**src/rtl/med_golomb_rice_plane_encoder_assert.svh**
```systemverilog
// assertion macros used by the encoder's code queue
`ifndef MED_GOLOMB_RICE_PLANE_ENCODER_ASSERT_SVH
`define MED_GOLOMB_RICE_PLANE_ENCODER_ASSERT_SVH

// condition must never hold at a clock edge
`define MGRPE_NEVER(lbl, cond) \
  lbl: assert property (@(posedge clk_i) disable iff (!rst_ni) !(cond)) \
    else $error("mgrpe: forbidden condition seen");

// consequence must hold in the cycle after the antecedent
`define MGRPE_NEXT(lbl, ante, cons) \
  lbl: assert property (@(posedge clk_i) disable iff (!rst_ni) (ante) |=> (cons)) \
    else $error("mgrpe: sequence check failed");

`endif

```
**src/rtl/mgrpe_pkg.sv**
```systemverilog
// shared types and constants of the plane encoder
package mgrpe_pkg;

  localparam int unsigned MAX_HEIGHT = 4096;
  localparam int unsigned FIFO_DEPTH = 4;
  localparam int unsigned FIFO_AW    = 2;

  localparam logic [1:0] IDX_WIDTH  = 2'd0;
  localparam logic [1:0] IDX_HEIGHT = 2'd1;

  localparam logic [15:0] AVG_INIT    = 16'd1024;
  localparam logic [19:0] DIV10_RECIP = 20'd838861;
  localparam logic [8:0]  ESC_Q_MAX   = 9'd30;
  localparam logic [5:0]  ESC_LEN     = 6'd48;

  localparam logic [19:0] K_THRESH [12] = '{
    20'd251, 20'd502, 20'd1004, 20'd2008, 20'd4015, 20'd8029,
    20'd16057, 20'd32113, 20'd64226, 20'd128451, 20'd256902, 20'd513803
  };

  typedef struct packed {
    logic [8:0] v;
    logic [3:0] k;
    logic       esc;
    logic       eop;
  } code_t;

endpackage

```
**src/rtl/mgrpe_fifo.sv**
```systemverilog
// short code queue between front and back end
`include "med_golomb_rice_plane_encoder_assert.svh"
module mgrpe_fifo (
  input  logic             clk_i,
  input  logic             rst_ni,
  input  logic             push_i,
  input  mgrpe_pkg::code_t data_i,
  output logic             full_o,
  input  logic             pop_i,
  output mgrpe_pkg::code_t data_o,
  output logic             empty_o
);

  mgrpe_pkg::code_t mem_q [mgrpe_pkg::FIFO_DEPTH];
  logic [mgrpe_pkg::FIFO_AW-1:0] wp_q, rp_q;
  logic [mgrpe_pkg::FIFO_AW:0]   count_q;

  assign full_o  = count_q == (mgrpe_pkg::FIFO_AW + 1)'(mgrpe_pkg::FIFO_DEPTH);
  assign empty_o = count_q == '0;
  assign data_o  = mem_q[rp_q];

  always_ff @(posedge clk_i or negedge rst_ni) begin
    if (!rst_ni) begin
      wp_q    <= '0;
      rp_q    <= '0;
      count_q <= '0;
    end else begin
      if (push_i) begin
        wp_q <= wp_q + 1'b1;
      end
      if (pop_i) begin
        rp_q <= rp_q + 1'b1;
      end
      if (push_i && !pop_i) begin
        count_q <= count_q + 1'b1;
      end else if (pop_i && !push_i) begin
        count_q <= count_q - 1'b1;
      end
    end
  end

  always_ff @(posedge clk_i) begin
    if (push_i) begin
      mem_q[wp_q] <= data_i;
    end
  end

  `MGRPE_NEVER(a_no_overflow, push_i && full_o)
  `MGRPE_NEVER(a_no_underflow, pop_i && empty_o)
  `MGRPE_NEXT(a_count_up, push_i && !pop_i, count_q == $past(count_q) + 1'b1)

endmodule

```
**config.mk**
```make
export PLATFORM = sky130hd
export DESIGN_NAME = mgrpe_fifo
export DESIGN_NICKNAME = d
export VERILOG_FILES = /design/src/rtl/mgrpe_pkg.sv /design/src/rtl/mgrpe_fifo.sv
export VERILOG_INCLUDE_DIRS = /design/src /design/src/rtl
export SDC_FILE = /design/constraint.sdc
export NUM_CORES = 1
export LEC_CHECK = 0
export ABC_CLOCK_PERIOD_IN_PS = 1370
export BUFFER_PORTS_ARGS = -buffer_cell sky130_fd_sc_hd__buf_2
export CORE_MARGIN = 2
export CORE_UTILIZATION = 47
export CTS_CLUSTER_SIZE = 28
export DETAILED_ROUTE_END_ITERATION = 10
export PLACE_DENSITY = 0.67
export SLEW_MARGIN = 10
export SYNTH_ARGS = -nofsm -noshare
export SYNTH_HDL_FRONTEND = slang
export SYNTH_SLANG_ARGS = --single-unit
```
**constraint.sdc**
```tcl
create_clock -name clk_i -period 1.37 [get_ports clk_i]
set_input_delay 0.0685 -clock clk_i [delete_from_list [all_inputs] [get_ports clk_i]]
set_output_delay 0.0685 -clock clk_i [all_outputs]
set_load 0.01 [all_outputs]
```
## Word level (Yosys, flattened, before mapping)

Memory sizes are Yosys's and may differ from the RTL's.
Cells that the tools add are included.

- Memories kept: 1
- Word-level logic and storage cells: 19
- Memory bits (writable): 60
- Bits in registers: 7

- Add/sub/neg operators: 4
- Reduce and logical (&&, ||, !) cells: 6
- Muxes and demuxes: 4
- Eq/ne operators: 1

Memory list:

| name | words | width | rd ports | clocked after memory_dff | write ports | line | text |
|---|---|---|---|---|---|---|---|
| mem_q | 4 | 15 | 1 | 0 | 1 | mgrpe_fifo.sv:14 | `mgrpe_pkg::code_t mem_q [mgrpe_pkg::FIFO_DEPTH];` |

Operators with widths:

| cell | count |
|---|---|
| 2-to-1 mux 3 bit | 2 |
| adder 2 x 1 -> 2 bit (second input constant) | 2 |
| adder 3 x 1 -> 3 bit (second input constant) | 1 |
| == test 3 bit (second input constant) | 1 |
| zero test 3 bit | 1 |
| subtractor 3 x 1 -> 3 bit (second input constant) | 1 |
| logical AND 1 bit | 2 |
| zero test 1 bit | 2 |
| 2-to-1 mux 1 bit | 2 |
| nonzero test 2 bit | 1 |

## Depth between registers and ports, before layout

- Word-level depth: 4
- Gate-level depth with buffers: 7
- Gate-level depth less buffers: 7

## Worst setup path before layout

OpenSTA, ideal clock, no wires.

- Path kind: register to register
- Start point: reg wp_q[0] (netlist bit)
- End point: mem mem_q[0][0] (netlist bit) (enable)
- Path buffers: 0
- Clock period less this slack: 1402 ps
- Cell stages (with the launch flop): 4
- Library setup time: 372 ps
- Slack: -32 ps
- Arrival: 1030 ps
- Cell sequence: dfrtp_1 inv_1 ha_1 and2_1

RTL lines:

| item | line | text |
|---|---|---|
| start, declared | mgrpe_fifo.sv:15 | `logic [mgrpe_pkg::FIFO_AW-1:0] wp_q, rp_q;` |
| start signal, assigned | mgrpe_fifo.sv:29 | `wp_q <= wp_q + 1'b1;` |
| end, declared | mgrpe_fifo.sv:14 |  |

Straight into the memory's write port.

==> results by group <==
Routing
  – Residual DRC: 0
  – DRT Pass-1 Iters: 4
  – Vias/cell: 4.95
  – Detailed-route wire length per cell: 16.3 um
  – DRT antenna net count: 0
  – Total number of vias: 1,331
  – WL final: 4.39 mm
  – Initial drt markers: 68

Logic synthesis
  – Simple-gate portion of the synthesized area: 1.88%
  – Synthesized cell area: 2600 sq um
  – Post-synth top area share: 69.4%
  – Largest family of logic cells by synthesized area: multiplexers
  – Gate Count Post-Synth: 113
  – Post-synthesis compound-gate area fraction: 0.193%
  – Yosys cell types: 19
  – Mux contribution to synthesized area: 14.5%
  – Post-Synth XOR/XNOR Area: 2.02%
  – Sequential-to-total area share from yosys stat: 76.1%
  – Top_reg_cell synth: edfxtp_1
  – Top cells by area, synth: edfxtp_1 (69%), mux4_1 (7.1%), mux4_2 (6.9%)
  – Async SR Flop Fraction: 10.4%
  – Dominant cell type by area after synthesis: edfxtp_1
  – Seq cells post-synth: 67
  – Post-synth EDFFs: 60
  – Yosys warnings: 0
  – Syn Nets: 138
  – Adder-Cell Fraction of Synth Area: 3.18%
  – Mean Syn Cell Area: 23.0 sq um

Critical path
  – Kind of critical path: flip-flop to primary output
  – Worst R2R End: mem_q[2][10]
  – Critical path, cell by cell: buf_6, mux4_2, buf_6
  – Crit path from: rp_q[0]
  – CP bufs+invs: 2
  – Crit path required time: 1300 ps
  – Worst Path Max Fanout: 8
  – CP dominant cell by count: buf_6
  – Crit path capture type: primary output
  – FF-to-FF path depth: 5
  – CP max-delay cell: mux4_2
  – Crit path largest cell delay: 530 ps
  – Crit-path leading delay family: multiplexers
  – CP Launch Type: flip-flop
  – Reg2Reg Setup Slack: 50 ps
  – R2r startpoint: wp_q[0]
  – CP arrival: 1610 ps

GRT
  – Initial antenna violation count: 0
  – Vias in the first global route: 1,478
  – Largest net degree at the start of global routing: 16
  – Total GRT Usage: 16.5%
  – Grt ovf: 0
  – First-pass GRT wire length: 7.31 mm

STA
  – Minimum clock period after layout: 1680 ps
  – Clock Skew: 8.17 ps
  – Final hold vios: 0
  – Max Slew Vio Count: 0
  – F_max: 0.595 GHz
  – Final period util: 123%
  – Final setup viols: 15
  – Worst Max-Slew Pin Slew: 235 ps
  – RSZ-0062 raised after global routing: yes
  – Slew headroom: 84.4%
  – Final setup margin: -310 ps
  – Hold slack: 20.8 ps

Run status
  – Failing checks: setup timing
  – Outcome: complete, but fails checks

Hold path
  – Min-Delay Path Class: input pin to flip-flop
  – Hold Crit Depth: 3
  – HP Start: pop_i
  – Worst Hold End: rp_q[1]

Cells and area
  – Synth-to-Final Area Change: 30.8%
  – Nets: 219
  – Share of layout cells above drive strength 1: 47.7%
  – Number of diodes: 0
  – Non-Filler Instances: 269

Floorplan
  – Core area: 5410 sq um
  – Starting Density: 48.1%
  – Die Width: 78.3 um
  – Top Ports: 36
  – # rows: 27
  – Die Ht: 78.3 um
  – Die ar.: 6140 sq um

Clocking
  – Skew-Pair Late Insertion Delay: 340 ps
  – Clock sinks: 67
  – CTS max path bufs: 2
  – TritonCTS Buffers: 9
  – Clk slew on worst S/H paths: 60 ps
  – H-tree depth: 3
  – CTS tree: done
  – Clock root cell: clkbuf_8

Placement
  – Placer Congestion: 0.715
  – PortBufs: 35
  – Dpl hpwl: 2.86 mm
  – Placed Cells: 233

Power
  – Tot Pwr: 6770 uW
  – VDD IR max: 1310 uV
  – Pleak: 0.00128 uW
  – Power Dens Cells: 1990 nW/um^2

Run
  – Max-Cap Viols: 0
-- kinds of logic (layout without fill, tap and decap cells) --
kind of cell    after synthesis  after routing
xor+xnor                      6              6
mux                          16             16
flops                        67             67
fa+ha+maj                     6              6
compound gates                1              1
buf+inv                       8             92
simple gates                  9              9
-- where the power goes --
group,leakage (uW),switching (uW),internal [uW]
combinational,0.000553,1070,1370
clock,0.0000894,652,807
sequential,0.000633,168,2710
total,0.00128,1890,4880
-- per-layer routing --
| metal | vias to the layer above | track usage [%] | routed length [um] |
|---|---|---|---|
| li1 | 610 | - | - |
| met1 | 688 | 19.6 | 1740 |
| met2 | 26 | 27.4 | 2420 |
| met3 | 7 | 5.98 | 174 |
| met4 | 0 | 6.84 | 60 |
| met5 | - | 0 | 0 |
-- layout make-up --
type | count | area [sq um]
sequential | 67 | 1980
fill | 386 | 2010
clock inverter | 4 | 43.8
clock buffer | 10 | 128
tap | 72 | 90.1
timing repair buffer | 74 | 577
inverter | 4 | 15.0
multi-input combinational | 38 | 567
-- registers in the layout (all words and copies together), names as in the netlist --
register  count
count_q       3
mem_q        60
rp_q          2
wp_q          2
-- synthesized netlist by cell type (2+ instances only) --
cell / n
ha_1: 5
mux4_1: 7
xor2_1: 4
nand2_1: 2
and2_1: 4
mux4_2: 8
edfxtp_1: 60
buf_2: 2
inv_1: 4
xnor2_1: 2
dfrtp_1: 7
-- worst max path at each step --
stage	to	depth (start not counted)
after global placement	data_o[14]	3
after CTS	data_o[2]	3
after detailed placement	count_q[2]	8
after global routing	data_o[2]	3
final	data_o[2]	3
after floorplan	count_q[2]	4
-- worst reg2reg max path, cell delays in order (launching register included) --
cell       delay [ps]
dfrtp_1           410
inv_2              80
buf_4             110
ha_4              120
and2_4            170
clkbuf_16         150
-- cell usage in the layout (no fill, tap or decap) --
cell type,instances
inv_2,2
nand2_1,2
xor2_1,4
clkbuf_8,9
buf_12,1
nor3_1,1
bufinv_16,1
fa_2,1
dfrtp_1,7
clkinv_1,1
and2_4,3
buf_4,17
clkbuf_16,1
dlygate4sd3_1,17
inv_1,2
nor2_1,1
ha_1,4
buf_6,7
xnor2_1,2
buf_2,31
clkinv_2,2
nor3b_2,1
clkbuf_1,1
mux4_2,15
o21ai_0,1
and2_2,1
edfxtp_1,60
mux2_2,1
ha_4,1
-- repair_timing --
item,4_1_cts,5_1_grt
endpoints found under the setup margin,31,47
pin swaps,1,3
endpoints found under the hold margin,68,0
hold buffers,17,0
gates resized for setup,12,12
setup buffers,2,2
cloned,0,1
-- stage by stage --
stage | utilization, % | setup WS (ps) | cell area (sq um) | setup TNS, ps
floorplan | - | 53.7 | 2600 | 0
global placement | 54.9 | 11.5 | 2970 | 0
detailed placement | 54.9 | -32.8 | 2970 | -36.3
CTS | 61.3 | -331 | 3310 | -4570
global route | 62.8 | -365 | 3400 | -5240
finish | 62.8 | -310 | 3400 | -4270
Note: power is estimated with default switching activity, not from simulation.
