$ cat src/rtl/med_golomb_rice_plane_encoder_assert.svh
// assertion macros used by the encoder's code queue
`ifndef MED_GOLOMB_RICE_PLANE_ENCODER_ASSERT_SVH
`define MED_GOLOMB_RICE_PLANE_ENCODER_ASSERT_SVH

// condition must never hold at a clock edge
`define MGRPE_NEVER(lbl, cond) \
  lbl: assert property (@(posedge clk_i) disable iff (!rst_ni) !(cond)) \
    else $error("mgrpe: forbidden condition seen");

// consequence must hold in the cycle after the antecedent
`define MGRPE_NEXT(lbl, ante, cons) \
  lbl: assert property (@(posedge clk_i) disable iff (!rst_ni) (ante) |=> (cons)) \
    else $error("mgrpe: sequence check failed");

`endif

$ cat src/rtl/mgrpe_pkg.sv
// shared types and constants of the plane encoder
package mgrpe_pkg;

  localparam int unsigned MAX_HEIGHT = 4096;
  localparam int unsigned FIFO_DEPTH = 4;
  localparam int unsigned FIFO_AW    = 2;

  localparam logic [1:0] IDX_WIDTH  = 2'd0;
  localparam logic [1:0] IDX_HEIGHT = 2'd1;

  localparam logic [15:0] AVG_INIT    = 16'd1024;
  localparam logic [19:0] DIV10_RECIP = 20'd838861;
  localparam logic [8:0]  ESC_Q_MAX   = 9'd30;
  localparam logic [5:0]  ESC_LEN     = 6'd48;

  localparam logic [19:0] K_THRESH [12] = '{
    20'd251, 20'd502, 20'd1004, 20'd2008, 20'd4015, 20'd8029,
    20'd16057, 20'd32113, 20'd64226, 20'd128451, 20'd256902, 20'd513803
  };

  typedef struct packed {
    logic [8:0] v;
    logic [3:0] k;
    logic       esc;
    logic       eop;
  } code_t;

endpackage

$ cat src/rtl/mgrpe_pack.sv
// back end: code assembly and msb-first byte packing
module mgrpe_pack (
  input  logic             clk_i,
  input  logic             rst_ni,
  input  logic             restart_i,
  input  logic             valid_i,
  input  mgrpe_pkg::code_t code_i,
  output logic             pop_o,
  output logic             out_valid_o,
  input  logic             out_stall_i,
  output logic [7:0]       out_byte_o,
  output logic             last_o,
  output logic             plane_end_o
);

  logic        busy_q, eop_q;
  logic [55:0] buf_q;
  logic [5:0]  rem_q;
  logic [7:0]  pend_q;
  logic [2:0]  pcnt_q;
  logic        out_vld_q, out_last_q, out_pe_q;
  logic [7:0]  out_byte_q;

  logic        slot_free, need_emit, emit, load, finish, last;
  logic [7:0]  src_pend;
  logic [2:0]  src_cnt;
  logic [4:0]  q5;
  logic [8:0]  vm;
  logic [47:0] code48;
  logic [5:0]  len, r2;
  logic [55:0] buf_new;

  assign slot_free = !out_vld_q || !out_stall_i;
  assign need_emit = busy_q && ((rem_q >= 6'd8) || (eop_q && (rem_q != 6'd0)));
  assign emit      = need_emit && slot_free;
  assign load      = valid_i && (!busy_q || !need_emit);
  assign finish    = busy_q && !need_emit;
  assign pop_o     = load;

  always_comb begin
    src_pend = busy_q ? (eop_q ? 8'd0 : buf_q[55:48]) : pend_q;
    src_cnt  = busy_q ? (eop_q ? 3'd0 : rem_q[2:0]) : pcnt_q;
    q5 = 5'(code_i.v >> code_i.k);
    vm = code_i.v & 9'(((10'd1 << code_i.k) - 10'd1));
    if (code_i.esc) begin
      code48 = {31'h7FFF_FFFF, 1'b0, 7'b0, code_i.v};
      len    = mgrpe_pkg::ESC_LEN;
    end else begin
      code48 = ~(48'hFFFF_FFFF_FFFF >> q5)
             | ({39'b0, vm} << (6'd47 - {1'b0, q5} - {2'b0, code_i.k}));
      len    = {1'b0, q5} + 6'd1 + {2'b0, code_i.k};
    end
    buf_new = {src_pend, 48'b0} | ({code48, 8'b0} >> src_cnt);
    r2 = rem_q - 6'd8;
    if (rem_q >= 6'd8) begin
      last = (r2 == 6'd0) || ((r2 < 6'd8) && !eop_q);
    end else begin
      last = 1'b1;
    end
  end

  always_ff @(posedge clk_i or negedge rst_ni) begin
    if (!rst_ni) begin
      busy_q    <= 1'b0;
      pend_q    <= '0;
      pcnt_q    <= '0;
      out_vld_q <= 1'b0;
    end else if (restart_i) begin
      busy_q <= 1'b0;
      pend_q <= '0;
      pcnt_q <= '0;
    end else begin
      if (slot_free) begin
        out_vld_q <= emit;
      end
      if (load) begin
        busy_q <= 1'b1;
      end else if (finish) begin
        busy_q <= 1'b0;
        pend_q <= src_pend;
        pcnt_q <= src_cnt;
      end
    end
  end

  always_ff @(posedge clk_i) begin
    if (emit) begin
      out_byte_q <= buf_q[55:48];
      out_last_q <= last;
      out_pe_q   <= eop_q && last;
      buf_q      <= buf_q << 8;
      rem_q      <= (rem_q >= 6'd8) ? r2 : 6'd0;
    end else if (load) begin
      buf_q <= buf_new;
      rem_q <= {3'b0, src_cnt} + len;
      eop_q <= code_i.eop;
    end
  end

  assign out_valid_o = out_vld_q;
  assign out_byte_o  = out_byte_q;
  assign last_o      = out_last_q;
  assign plane_end_o = out_pe_q;

endmodule

$ cat config.mk
export PLATFORM = sky130hd
export DESIGN_NAME = mgrpe_pack
export DESIGN_NICKNAME = d
export VERILOG_FILES = /design/src/rtl/med_golomb_rice_plane_encoder_assert.svh /design/src/rtl/mgrpe_pkg.sv /design/src/rtl/mgrpe_pack.sv
export SDC_FILE = /design/constraint.sdc
export NUM_CORES = 1
export LEC_CHECK = 0
export BUFFER_PORTS_ARGS = -buffer_cell sky130_fd_sc_hd__buf_2
export CORE_ASPECT_RATIO = 1.25
export CORE_UTILIZATION = 40
export DETAILED_ROUTE_END_ITERATION = 7
export PLACE_DENSITY = 0.59
export REMOVE_ABC_BUFFERS = 1
export SLEW_MARGIN = 20
export SYNTH_ARGS = -nofsm -noshare
export SYNTH_HDL_FRONTEND = slang
export SYNTH_SLANG_ARGS = --single-unit
$ cat constraint.sdc
create_clock -name clk_i -period 7.19 [get_ports clk_i]
set_input_delay 1.438 -clock clk_i [delete_from_list [all_inputs] [get_ports clk_i]]
set_output_delay 1.438 -clock clk_i [all_outputs]
set_load 0.02 [all_outputs]
# Word level (Yosys, flattened, before mapping)
# Cells that the tools add are included.
[op_classes]
order_cmp = 2
addsub = 7
shifts = 5
n_eq_ne = 1
reduce_logical = 24
n_bitwise = 6
mux = 21
[ops]
columns = ["op", "n"]
rows = [
  ["56-bit two-way mux", 2],
  ["56-bit OR", 1],
  ["56-bit by 3-bit right shift with 56-bit output", 1],
  ["48-bit two-way mux", 1],
  ["48-bit inverter", 1],
  ["48-bit OR", 1],
  ["9-bit by 6-bit left shift with 48-bit output", 1],
  ["48-bit by 5-bit right shift with 48-bit output (first input constant)", 1],
  ["8-bit two-way mux", 5],
  ["6-bit two-way mux", 4],
  ["3-bit two-way mux", 5],
  ["9-bit bitwise AND", 1],
  ["1-bit by 4-bit left shift with 9-bit output (first input constant)", 1],
  ["9-bit by 4-bit right shift with 5-bit output", 1],
  ["9-bit by 1-bit subtractor with 9-bit output (second input constant)", 1],
  ["1-bit logical AND", 7],
  ["3-bit by 6-bit adder with 6-bit output", 1],
  ["5-bit by 1-bit adder with 6-bit output (second input constant)", 1],
  ["6-bit by 4-bit adder with 6-bit output", 1],
  ["6-bit by 4-bit greater-or-equal comparator with 1-bit output (second input constant)", 1],
  ["6-bit logical NOT", 1],
  ["6-bit by 4-bit less-than comparator with 1-bit output (second input constant)", 1],
  ["2-bit AND reduction", 3],
  ["6-bit nonzero test", 1],
  ["other kinds (10)", 22],
]
[word_totals]
output_inout_bits = 12
ff_bits = 86
inputBits = 20
word_cells = 77

# Depth between registers and ports, before layout
[logic_depth]
word_depth = 10
ltp_mapped = 22
mapped_depth_nobuf = 18

# Least setup slack after synthesis
# Ideal clock, no wire load.
[synth_path]
kind = "input to register"
startpoint = "input port code_i[2] (netlist name)"
endpoint = "register buf_q[52], data pin"
cell_stages = 18
path_buffers = 3
t_arrival_ps = 5631
path_slack_ps = 1299
required_ps = 6929
path_cell_list = "buf_6 buf_2 nand2b_1 o22a_1 a21oi_2 inv_1 ha_1 ha_1 inv_1 fa_1 buf_2 xor2_1 nand2_1 o311ai_2 a211oi_1 or3_1 o22a_1 a221o_1"
[synth_via]
elab_chain_len = 10
word_cells_on_any_way = 15
[synth_rtl]
columns = ["item", "line", "rtl"]
rows = [
  ["from (decl)", "mgrpe_pack.sv:7", "input mgrpe_pkg::code_t code_i,"],
  ["9-bit by 4-bit right shift with 5-bit output or 1-bit by 4-bit left shift with 9-bit output (tied branches)", "mgrpe_pack.sv:43, mgrpe_pack.sv:44", ""],
  ["6-bit by 5-bit subtractor with 6-bit output or 9-bit by 1-bit subtractor with 9-bit output (tied branches)", "mgrpe_pack.sv:50, mgrpe_pack.sv:44", ""],
  ["6-bit by 4-bit subtractor with 6-bit output or 9-bit bitwise AND (tied branches)", "mgrpe_pack.sv:50, mgrpe_pack.sv:44", ""],
  ["9-bit by 6-bit left shift with 48-bit output", "mgrpe_pack.sv:50", "| ({39'b0, vm} << (6'd47 - {1'b0, q5} - {2'b0, code_i.k}));"],
  ["48-bit OR *", "mgrpe_pack.sv:50", ""],
  ["48-bit two-way mux *", "mgrpe_pack.sv:45", "if (code_i.esc) begin"],
  ["56-bit by 3-bit right shift with 56-bit output *", "mgrpe_pack.sv:53", "buf_new = {src_pend, 48'b0} | ({code48, 8'b0} >> src_cnt);"],
  ["56-bit OR *", "mgrpe_pack.sv:53", ""],
  ["56-bit two-way mux *", "mgrpe_pack.sv:93", "end else if (load) begin"],
  ["56-bit two-way mux *", "mgrpe_pack.sv:87", "if (emit) begin"],
  ["to (signal assigned)", "mgrpe_pack.sv:91", "buf_q <= buf_q << 8;"],
  ["to (signal assigned)", "mgrpe_pack.sv:94", "buf_q <= buf_new;"],
  ["to (decl)", "mgrpe_pack.sv:17", "logic [55:0] buf_q;"],
]
# Every way passes the cells marked *; elsewhere a longest branch is shown, timed or not. The select of a mux whose other input is x is not followed.
# A chain may end at the register's enable or synchronous reset.

# Worst setup path in the final report
[layout_path]
startpoint = "input port code_i[3] (netlist name)"
endpoint = "register buf_q[43], data pin"
# Same word-level chain as after synthesis.

==> out/metrics.yaml <==
status: "finished clean"
synth_area_leaders: "edfxtp_1 24%, nand2_1 5.2%, mux2i_1 5.1%"
core-area_mm2: 0.0201
clock_latency_ns: 0.35
timing.fmax_mhz: 154
core.rowCount: 58
numPortBuffers: 31
seq_area_mm2: 0.00242
yosysTopAreaCell: "edfxtp_1"
grt_setup_unrepaired: "no"
antenna_found_initial: 0
root_buffer: "clkbuf_16"
fin_nets: 1034
crit_start: "code_i[3]"
multi_input_area_mm2: 0.00535
drc: 0
min_path_cells: 0
drive_gt1_share_pct: 14.0
final.period_utilization_pct: 90.4
crit_path_top_delay_cell: "ha_1"
htreeDepth: 3
yosys_warnings: 0
synthCells: 993
cts_buffers: 9
synth.yosys.seq_area_share_pct: 29.4
timing.hold.ws_ns: 0.441
hold_path_class: "reg -> reg"
wl_met1_um: 12700
antenna_left: 0
cp.arrival_ns: 6.68
cts_max_path_buffers: 2
path_class: "in -> reg"
layout_min_cycle_time_ns: 6.50
ir_worst_vdd_uv: 118
max-slew-margin-rel_pct: 33.3
fillers: 2081
cts_post_setup_buffers_inserted: 0
die_area_mm2: 0.0211
die_h_um: 162
reg2reg_from: "busy_q"
path_delay_family: "compound AO/OA/AOI/OAI gates"
cp.depth: 16
syn_avg_cell_area_um2: 8.27
antenna_cells: 0
worstPathCellList: "buf_2 > or2_2 > o22a_1 > a21oi_2 > inv_1 > ha_1 > ha_1 > o21ai_0 > a211oi_1 > a2bb2oi_1 > o221ai_1 > o21ai_0 > nor2_1 > o21ai_0 > o21ai_0 > o221ai_1"
hpwl_um: 24200
start_kind: "primary input"
synth-edff-count: 65
synthFlopType: "edfxtp_1"
ff2ff_path_depth: 12
end_kind: "flip-flop"
area_growth_pct: 9.42
track_usage_pct: 30.9
wl_per_cell_um: 24.9
tns_ns: 0
grt_max_degree: 59
maxCapViolations: 0
cp_common_cell: "o21ai_0"
ys_ff_latch: 85
max_stage_delay_ns: 0.71
vias: 8323
finalHoldViolations: 0
ys_types: 99
place.gp.congestion: 1.03
worstPathRequired_ns: 7.37
fp.dieW_um: 130
io_pins: 32
drt_pass1_iterations: 5
grt-ovfl-total: 0
async_reset_ff_share_pct: 15.3
postCtsHoldBufs: 0
wl_um: 31600
maxSlewViolCount: 0
clkTransAtPathRegs_ns: 0.08
dr.max_layer_used: "met4"
leakage_nw: 3.49
synth.top_cell.area_share_pct: 23.8
worst-path-buf-inv: 2
finalSetupViolations: 0
worstMarginPinSlew_ns: 0.990
cts_tree: "yes"
cts_resized: 0
start_util_pct: 40.9
p_per_area_mw_per_mm2: 236
netlist_area_mm2: 0.00821
wl_met3_um: 1530
drtIter0Drc: 690
wl_met2_um: 15500
totalPowerFinal_mw: 2.12
grt_pass1_wl_um: 48800
hold_start: "buf_q[54]"
grt_pass1_vias: 7983
cp_max_fo: 18
via_per_inst: 6.56
fin_worst_skew_ns: 0.0116
cts.sinks: 85
## cells in the mapped netlist, drive strengths merged (5+ instances only)
cell,instances
o21a,7
o31ai,8
and2,13
buf,29
ha,17
clkbuf,51
nand2b,12
o221ai,27
o22ai,7
a21oi,65
a32oi,6
a211o,8
and3,5
or3,5
nor2,91
dfrtp,13
a22o,9
mux2i,42
dfxtp,7
a211oi,17
o21ai,59
edfxtp,65
a221o,9
o311ai,6
o211ai,20
a21o,12
nor3,26
o211a,6
or2,8
xnor2,6
a22oi,19
mux2,14
nand2,114
nand3,27
a2111oi,6
nor3b,5
nor2b,13
nand4,9
a31oi,13
a221oi,6
inv,31
o2111ai,8
o22a,5
## per-layer routing
| layer | vias to the layer above | global-route usage [%] |
|---|---|---|
| li1 | 3839 | - |
| met5 | - | 0 |
| met2 | 369 | 52.0 |
| met1 | 4029 | 37.9 |
| met4 | 0 | 17.5 |
| met3 | 86 | 3.23 |
## worst register-to-register path: cells and delay by family (launching register included)
kind            cells  cell delay [ns]
buf+inv             4             1.31
compound gates      4             0.81
xor+xnor            1             0.08
flops               1             0.56
simple gates        1             0.07
fa+ha+maj           2             0.71
## worst paths after layout
| path | to | slack [ns] |
|---|---|---|
| setup reg to reg | rem_q[4] | 3.41 |
| max in group asynchronous | pend_q[3] | 5.97 |
| hold / removal | out_byte_o[6] | 0.44 |
| setup / recovery | buf_q[43] | 0.69 |
| min in group asynchronous | out_valid_o | 0.97 |
| hold reg to reg | out_byte_o[6] | 0.44 |
## area by class of cell
cell class              instances  area share, %
multi-input cells             794           59.6
flip-flops and latches         85           26.9
repair buffers                 70           4.98
well taps                     270           3.76
clock buffers                   9           2.51
inverters                      34           1.42
clock inverters                 7          0.849
## cell families (layout without fill, tap and decap cells)
kind of cell    count (synthesis)  count (layout)  share of synthesized area [%]
mux                            58              58                           7.63
flops                          85              85                           29.4
buf+inv                       114             120                           5.80
simple gates                  343             343                           20.1
compound gates                363             363                           32.6
xor+xnor                       10              10                           1.07
fa+ha+maj                      20              20                           3.32
## cells in the final DEF (no fill, tap or decap), drive strengths merged, types with 12 or more instances in the layout
| master | n |
|---|---|
| ha | 17 |
| buf | 70 |
| nand3 | 27 |
| mux2i | 42 |
| nor3 | 26 |
| nand2b | 12 |
| inv | 35 |
| a31oi | 13 |
| a211oi | 17 |
| o211ai | 20 |
| a21oi | 65 |
| a22oi | 19 |
| and2 | 13 |
| mux2 | 14 |
| o21ai | 59 |
| nor2 | 91 |
| o221ai | 27 |
| nor2b | 13 |
| dfrtp | 13 |
| nand2 | 114 |
| edfxtp | 65 |
| a21o | 12 |
## power by group
group | switching, mW | total, mW | internal [mW]
logic | 0.685 | 1.01 | 0.325
clock network | 0.222 | 0.469 | 0.247
registers | 0.0269 | 0.645 | 0.618
total | 0.934 | 2.12 | 1.19
## stage by stage
| step | instance area (um2) | util, % | cells | worst slack, ns |
|---|---|---|---|---|
| after floorplan | 7860 | - | 913 | 0.506 |
| after global placement | 8680 | 43.2 | 1253 | 0.516 |
| after detailed placement | 8680 | 43.2 | 1253 | 0.444 |
| after CTS | 8980 | 44.7 | 1269 | 0.785 |
| after global routing | 8990 | 44.7 | 1269 | 0.394 |
| final | 8990 | 44.7 | 1269 | 0.687 |
## flip-flops by register name (all words and copies together) (netlist names)
signal	count
last_o	1
pcnt_q	3
eop_q	1
plane_end_o	1
buf_q	55
out_byte_o	8
pend_q	8
rem_q	6
out_valid_o	1
busy_q	1
Note: power is estimated with default switching activity, not from simulation.
